### config.mk
export PLATFORM = sky130hd
export DESIGN_NAME = ticket_dispense_sequencer
export DESIGN_NICKNAME = d
export VERILOG_FILES = /design/src/rtl/tds_pkg.sv /design/src/rtl/ticket_dispense_sequencer.sv
export VERILOG_INCLUDE_DIRS = /design/src /design/src/rtl
export SDC_FILE = /design/constraint.sdc
export NUM_CORES = 1
export LEC_CHECK = 0
export BUFFER_PORTS_ARGS = -buffer_cell sky130_fd_sc_hd__buf_2
export CORE_AREA = 2 2 159 130
export CTS_CLUSTER_SIZE = 10
export DETAILED_ROUTE_END_ITERATION = 7
export DIE_AREA = 0 0 161 132
export GPL_ROUTABILITY_DRIVEN = 0
export PLACE_DENSITY = 0.82
export SETUP_SLACK_MARGIN = 0.5
export SLEW_MARGIN = 40
export SYNTH_ARGS = -nofsm -noshare
export SYNTH_HDL_FRONTEND = slang
export SYNTH_SLANG_ARGS = --single-unit
export TNS_END_PERCENT = 5
### constraint.sdc
create_clock -name clk -period 11.9 [get_ports clk]
set_clock_uncertainty 0.15 [all_clocks]
set_input_delay 1.19 -clock clk [delete_from_list [all_inputs] [get_ports clk]]
set_output_delay 1.19 -clock clk [all_outputs]
set_load 0.01 [all_outputs]
### src/rtl/ticket_dispense_sequencer_macros.svh
// ----------------------------------------------------------------------------
// ticket dispense sequencer assertion macros
// ----------------------------------------------------------------------------
`ifndef TICKET_DISPENSE_SEQUENCER_MACROS_SVH
`define TICKET_DISPENSE_SEQUENCER_MACROS_SVH

// check on every clock edge outside reset
`define TDS_ASSERT(lbl, prop, msg) \
    lbl: assert property (@(posedge clk) disable iff (!rst_n) prop) \
        else $error(msg);

// check on every clock edge, reset included
`define TDS_ASSERT_ALWAYS(lbl, prop, msg) \
    lbl: assert property (@(posedge clk) prop) \
        else $error(msg);

`endif

### src/rtl/tds_pkg.sv
// ----------------------------------------------------------------------------
// tds_pkg
// Types and constants shared by the ticket dispense sequencer.
// ----------------------------------------------------------------------------
package tds_pkg;

    // width of the owed count and the sensor run counters
    localparam int COUNT_BITS = 16;
    // configuration register width
    localparam int CFG_W      = 16;
    // width used for run length compares
    localparam int CMP_W      = (COUNT_BITS > CFG_W) ? COUNT_BITS : CFG_W;
    localparam int ADDED_W    = 8;
    localparam int PENDING_W  = 16;
    localparam int TOTAL_W    = 32;
    localparam int PHASE_W    = 2;

    // reset values of the configuration registers
    localparam logic [CFG_W-1:0] CONFIRM_RESET = CFG_W'(4);
    localparam logic [CFG_W-1:0] STALL_RESET   = CFG_W'(200);

    // configuration register indexes
    typedef enum logic {
        REG_CONFIRM_TICKS = 1'b0,
        REG_STALL_TICKS   = 1'b1
    } cfg_reg_t;

    // sequencer phase
    typedef enum logic [PHASE_W-1:0] {
        PH_IDLE  = 2'd0,
        PH_START = 2'd1,
        PH_ON    = 2'd2,
        PH_STOP  = 2'd3
    } phase_t;

    // one result item
    typedef struct packed {
        logic                 stop_drive;
        logic [PENDING_W-1:0] pending_count;
        logic [TOTAL_W-1:0]   dispensed_total;
        phase_t               phase;
    } result_t;

endpackage

### src/rtl/ticket_dispense_sequencer.sv
// ----------------------------------------------------------------------------
// ticket_dispense_sequencer
// Drives a ticket dispenser from millisecond tick items and counts tickets.
// ----------------------------------------------------------------------------
// Usage:
//   Input channel (in_valid / in_stall): one item per millisecond tick with
//   the sensor level and the number of tickets newly owed.
//   Output channel (out_valid / out_stall): one result item per input item,
//   with drive level, tickets still owed, wrapping total and phase.
//   Configuration: cfg_we writes cfg_data to the register chosen by
//   cfg_index (0 confirm_ticks, 1 stall_ticks); write only while idle.
// Timing:
//   The state update is done in the cycle the item is accepted; the result
//   is offered from the cycle after. One item per cycle is sustained while out_stall is low.
//   A two-entry result queue sits between the sides, so a new item is taken
//   while an older result waits; in_stall rises only when both are full.
// Reset:
//   Phase idle, drive stopped, counters and total zero, confirm_ticks 4,
//   stall_ticks 200, result queue empty. No clearing pass is needed.
// ----------------------------------------------------------------------------
module ticket_dispense_sequencer
(
    input  logic                          clk,
    input  logic                          rst_n,
    // configuration
    input  logic                          cfg_we,
    input  logic                          cfg_index,
    input  logic [tds_pkg::CFG_W-1:0]     cfg_data,
    // tick items
    input  logic                          in_valid,
    output logic                          in_stall,
    input  logic                          sensor_level,
    input  logic [tds_pkg::ADDED_W-1:0]   tickets_added,
    // result items
    output logic                          out_valid,
    input  logic                          out_stall,
    output logic                          stop_drive,
    output logic [tds_pkg::PENDING_W-1:0] pending_count,
    output logic [tds_pkg::TOTAL_W-1:0]   dispensed_total,
    output logic [tds_pkg::PHASE_W-1:0]   phase
);

    import tds_pkg::*;

    localparam logic [COUNT_BITS-1:0] CNT_MAX = '1;

    // configuration registers
    logic [CFG_W-1:0]      confirm_reg;
    logic [CFG_W-1:0]      stall_reg;

    // sequencer state
    phase_t                phase_reg;
    phase_t                phase_next;
    logic [COUNT_BITS-1:0] high_reg;
    logic [COUNT_BITS-1:0] high_next;
    logic [COUNT_BITS-1:0] low_reg;
    logic [COUNT_BITS-1:0] low_next;
    logic [COUNT_BITS-1:0] owed_reg;
    logic [COUNT_BITS-1:0] owed_next;
    logic [TOTAL_W-1:0]    total_reg;
    logic [TOTAL_W-1:0]    total_next;
    logic                  drive_reg;
    logic                  drive_next;

    // intermediate values of one step
    logic [COUNT_BITS:0]   owed_sum;
    logic [COUNT_BITS-1:0] owed_add;
    logic [COUNT_BITS-1:0] high_upd;
    logic [COUNT_BITS-1:0] low_upd;
    logic                  owed_none;
    logic                  confirm_high;
    logic                  confirm_low;
    logic                  stall_hit;
    result_t               result;

    // result queue
    result_t               queue_reg [2];
    logic                  wr_ptr_reg;
    logic                  rd_ptr_reg;
    logic [1:0]            count_reg;
    logic                  in_accept;
    logic                  out_accept;

    assign in_accept  = in_valid && !in_stall;
    assign out_accept = out_valid && !out_stall;

    // configuration writes
    always_ff @(posedge clk or negedge rst_n)
    begin
        if (!rst_n)
        begin
            confirm_reg <= CONFIRM_RESET;
            stall_reg   <= STALL_RESET;
        end
        else if (cfg_we)
        begin
            unique case (cfg_reg_t'(cfg_index))
                REG_CONFIRM_TICKS: confirm_reg <= cfg_data;
                REG_STALL_TICKS:   stall_reg   <= cfg_data;
                default:           ;
            endcase
        end
    end

    // owed count, saturating add
    assign owed_sum  = {1'b0, owed_reg} + (COUNT_BITS+1)'(tickets_added);
    assign owed_add  = owed_sum[COUNT_BITS] ? CNT_MAX : owed_sum[COUNT_BITS-1:0];
    assign owed_none = (owed_add == '0);

    // sensor run counters, saturating
    assign high_upd = !sensor_level ? '0 :
                      (high_reg == CNT_MAX) ? CNT_MAX : high_reg + 1'b1;
    assign low_upd  = sensor_level ? '0 :
                      (low_reg == CNT_MAX) ? CNT_MAX : low_reg + 1'b1;

    // confirm compares on the updated runs
    assign confirm_high = (CMP_W'(high_upd) >= CMP_W'(confirm_reg));
    assign confirm_low  = (CMP_W'(low_upd) >= CMP_W'(confirm_reg));
    // stall compare on the run as left after the phase step
    assign stall_hit    = (CMP_W'(high_next) >= CMP_W'(stall_reg));

    // next phase
    always_comb
    begin
        phase_next = phase_reg;
        if (owed_none)
        begin
            phase_next = PH_IDLE;
        end
        else
        begin
            unique case (phase_reg)
                PH_IDLE:  phase_next = PH_START;
                PH_START: if (confirm_high) phase_next = PH_ON;
                PH_ON:    if (confirm_low) phase_next = PH_STOP;
                PH_STOP:  phase_next = PH_IDLE;
                default:  phase_next = PH_IDLE;
            endcase
            if (stall_hit)
                phase_next = PH_IDLE;
        end
    end

    // counters, drive and total
    always_comb
    begin
        high_next  = high_upd;
        low_next   = low_upd;
        owed_next  = owed_add;
        total_next = total_reg;
        drive_next = drive_reg;
        if (owed_none)
        begin
            drive_next = 1'b1;
        end
        else
        begin
            unique case (phase_reg)
                PH_IDLE:
                begin
                    drive_next = 1'b0;
                    high_next  = '0;
                    low_next   = '0;
                end
                PH_STOP:
                begin
                    // owed is nonzero here, so the retire never wraps
                    owed_next  = owed_add - 1'b1;
                    total_next = total_reg + 1'b1;
                end
                default: ;
            endcase
        end
    end

    // state registers, updated once per accepted item
    always_ff @(posedge clk or negedge rst_n)
    begin
        if (!rst_n)
        begin
            phase_reg <= PH_IDLE;
            high_reg  <= '0;
            low_reg   <= '0;
            owed_reg  <= '0;
            total_reg <= '0;
            drive_reg <= 1'b1;
        end
        else if (in_accept)
        begin
            phase_reg <= phase_next;
            high_reg  <= high_next;
            low_reg   <= low_next;
            owed_reg  <= owed_next;
            total_reg <= total_next;
            drive_reg <= drive_next;
        end
    end

    // result item of this step
    always_comb
    begin
        result.stop_drive      = drive_next;
        result.pending_count   = PENDING_W'(owed_next);
        result.dispensed_total = total_next;
        result.phase           = phase_next;
    end

    // result queue payload
    always_ff @(posedge clk)
    begin
        if (in_accept)
            queue_reg[wr_ptr_reg] <= result;
    end

    // result queue control
    always_ff @(posedge clk or negedge rst_n)
    begin
        if (!rst_n)
        begin
            wr_ptr_reg <= 1'b0;
            rd_ptr_reg <= 1'b0;
            count_reg  <= 2'd0;
        end
        else
        begin
            if (in_accept)
                wr_ptr_reg <= !wr_ptr_reg;
            if (out_accept)
                rd_ptr_reg <= !rd_ptr_reg;
            if (in_accept && !out_accept)
                count_reg <= count_reg + 2'd1;
            else if (!in_accept && out_accept)
                count_reg <= count_reg - 2'd1;
        end
    end

    // handshake and output payload
    assign in_stall        = (count_reg == 2'd2);
    assign out_valid       = (count_reg != 2'd0);
    assign stop_drive      = queue_reg[rd_ptr_reg].stop_drive;
    assign pending_count   = queue_reg[rd_ptr_reg].pending_count;
    assign dispensed_total = queue_reg[rd_ptr_reg].dispensed_total;
    assign phase           = queue_reg[rd_ptr_reg].phase;

    // assertions
`include "ticket_dispense_sequencer_macros.svh"

    `TDS_ASSERT(a_queue_bound, (count_reg <= 2'd2), "result queue overfilled")
    `TDS_ASSERT_ALWAYS(a_busy_owes, ((phase_reg == PH_IDLE) || (owed_reg != '0)), "nothing owed")
    `TDS_ASSERT_ALWAYS(a_drive_in_cycle, ((phase_reg == PH_IDLE) || !drive_reg), "drive stopped")
    `TDS_ASSERT(a_total_step, (in_accept |=> ((total_reg - $past(total_reg)) <= 32'd1)), "total jump")

endmodule
==> flow_summary.json <==
{
  "outcome": "finished, final reports clean",
  "synth_area_um2": 12000,
  "r2r_end": "phase_reg[0]",
  "drc_errors": 0,
  "synth_edf_count": 102,
  "r2r-start": "owed_reg[0]",
  "ff2ff_setup_slack_ps": 5350,
  "synth_flop_cell": "dfrtp_1",
  "start_kind": "input port",
  "yosysWarnings": 0,
  "area_growth_pct": 12.0,
  "via_per_inst": 5.81,
  "path_cells": "buf_2 -> ha_1 -> fa_1 -> a211oi_2 -> o211a_1 -> nor3_2 -> nor2_1 -> ha_1 -> or4b_4 -> nor4_4 -> and4_4 -> nor3_4 -> buf_4 -> or2_1 -> ha_1 -> nand2b_1 -> a21o_1 -> a21o_1 -> a211oi_1 -> o211ai_1 -> a211oi_1 -> nand2_1 -> a31oi_1 -> mux2_2",
  "postRouteAntennaNets": 0,
  "cts_root_buf": "clkbuf_16",
  "rsz0062_at_grt": "no",
  "synth_top_area_frac": 0.255,
  "start_util": 0.614,
  "fin_nets": 1263,
  "hold_start": "count_reg[1]",
  "timing.final.crit_period_ps": 6920,
  "peakVddDrop_mv": 0.122,
  "overflow": 0,
  "critPathMostFrequentCell": "ha_1",
  "avgSynthCellArea_um2": 11.0,
  "p_leak_nw": 5.86,
  "crit_fanout": 35,
  "crit_slowest_cell": "or4b_4",
  "min_period_over_period": 0.582,
  "coreArea_um2": 19600,
  "post-place-ws_ps": 4520,
  "hold_viol": 0,
  "async_flop_share": 0.538,
  "end_kind": "register",
  "clkSinkCount": 221,
  "synth_most_common_cell": "nand2_1",
  "routedWlPerCell_um": 17.4,
  "rows": 46,
  "cts_tree": "built",
  "hold_path_class": "register to register",
  "tns_ps": 0,
  "worst_pin_slew_ps": 750,
  "cts_buffer_depth": 3,
  "synth_cell_types": 69,
  "htreeDepth": 1,
  "vias": 8439,
  "die_area_um2": 21300,
  "finalSetupViolCount": 0,
  "insertion_delay_ps": 520,
  "die_x_um": 161,
  "slowest_delay_ps": 500,
  "grt_pass1_wl_um": 42000,
  "n_antenna_cell": 0,
  "slew_headroom": 0.500,
  "synth-seq-area-share": 0.503,
  "grt.total_usage": 0.241,
  "syn_inst": 1089,
  "synth_top_area_cell": "edfxtp_1",
  "path_clk_slew_ps": 60,
  "min_path_cells": 1,
  "ys_top_cells_by_count": "nand2_1, dfrtp_1, edfxtp_1, mux2_2, nor2_1",
  "cts_hold_buf": 0,
  "finalWorstSetupSlack_ps": 4980,
  "ys_seq_elements": 221,
  "max_cap_viol_count": 0,
  "post_cts_buffers": 0,
  "critPathKind": "input port to register",
  "first_global_vias": 8524,
  "p_per_area_nw_per_um2": 201,
  "crit_arrival_ps": 7230,
  "drt_iter0_drc": 598,
  "fmax_mhz": 144,
  "cts_buffers": 26,
  "grt_antenna_before_repair": 0,
  "post_synth_main_area_contributors": "edfxtp_1, dfrtp_1, mux2_2, ha_1, xor2_1",
  "r2r.worst_path.cells": 23,
  "largest_reg_flops": 102,
  "drv_slew": 0,
  "dieHeight_um": 132,
  "boundaryPins": 84,
  "routed_wl_um": 25300,
  "worst-endpoint-required_ps": 12210,
  "grt_max_degree": 66,
  "dp_hpwl_um": 17400,
  "synth_nets": 1182,
  "cts_resized": 0,
  "io_buffers": 83,
  "hold_end": "count_reg[1]",
  "drive_above_1_share": 0.210,
  "firstDrtPassIters": 6
}
-- metal layers --
metal,vias up,GRT usage,share of wire
li1,4056,-,-
met1,4069,0.340,0.46
met2,259,0.390,0.46
met3,55,0.0384,0.060
met4,0,0.0689,0.026
met5,-,0,0
-- metrics by stage --
step / power, W / cells / cell area, um2 / hold slack, ps / util
after CTS: 0.00271 / 1451 / 13400 / 336 / 0.687
after global routing: 0.00285 / 1452 / 13500 / 365 / 0.688
after floorplan: 0.00171 / 1089 / 12000 / 300 / -
after detailed placement: 0.00199 / 1405 / 12700 / 325 / 0.648
final: 0.00270 / 1452 / 13500 / 331 / 0.688
after global placement: 0.00196 / 1405 / 12700 / 328 / 0.648
-- area by class of cell --
type	count	area (um2)
Fill cell	1404	6100
Tap cell	264	330
Inverter	44	165
Sequential cell	221	6050
Multi-Input combinational cell	785	5660
Timing Repair Buffer	92	502
Clock buffer	45	753
Clock inverter	1	7.51
-- worst max-delay path, delay by kind of cell --
kind / cells / cell delay [ps]
adder cells (fa/ha/maj): 4 / 1160
buffers and inverters: 2 / 350
multiplexers: 1 / 200
AND/OR/NAND/NOR: 9 / 2150
AO/OA/AOI/OAI: 8 / 2130
-- power breakdown --
group	internal, W	switching (W)	total [W]
registers	0.000989	0.0000869	0.00108
logic	0.000375	0.000536	0.000911
clock network	0.000424	0.000291	0.000716
total	0.00179	0.000914	0.00270
-- worst max-delay path by stage --
stage,from,endpoint,slack [ps],depth (start not counted)
after global routing,tickets_added[0],phase_reg[0],4640,24
final,tickets_added[0],phase_reg[0],4980,24
after detailed placement,tickets_added[0],phase_reg[0],4520,24
after global placement,tickets_added[0],phase_reg[0],4720,24
after CTS,tickets_added[0],phase_reg[0],5050,24
after floorplan,tickets_added[0],phase_reg[0],5590,23
-- cells by family (layout without fill, tap and decap cells) --
kind of cell             after synthesis  in the layout  share of synthesized area
buffers and inverters                 83            182                     0.0278
flip-flops                           221            221                      0.503
AND/OR/NAND/NOR                      372            372                      0.154
adder cells (fa/ha/maj)               62             62                     0.0652
XOR/XNOR                             106            106                     0.0779
AO/OA/AOI/OAI                        140            140                     0.0736
multiplexers                         105            105                     0.0981
-- placed cells by master, fill, tap and decap left out, drive strengths merged, types with 2 or more instances in the layout --
cell | synthesis | routed
o2111ai | 4 | 4
dfrtp | 114 | 114
nand2b | 9 | 9
mux2 | 99 | 99
mux2i | 6 | 6
nor3 | 32 | 32
xor2 | 56 | 56
and2 | 5 | 5
a21oi | 34 | 34
and3 | 23 | 23
nand2 | 120 | 120
nand3 | 36 | 36
o31ai | 3 | 3
xnor2 | 50 | 50
nor4 | 11 | 11
a31oi | 7 | 7
nor2 | 73 | 73
buf | 8 | 92
edfxtp | 102 | 102
o211ai | 7 | 7
dfstp | 5 | 5
inv | 43 | 43
a2111oi | 2 | 2
and4 | 3 | 3
o21a | 4 | 4
o21bai | 2 | 2
a311oi | 2 | 2
or2 | 5 | 5
or3 | 8 | 8
nor2b | 21 | 21
o21ai | 45 | 45
nand4 | 19 | 19
a211oi | 7 | 7
clkbuf | 31 | 45
ha | 61 | 61
a21o | 15 | 15
No activity file was read; power rests on OpenSTA's default activity.
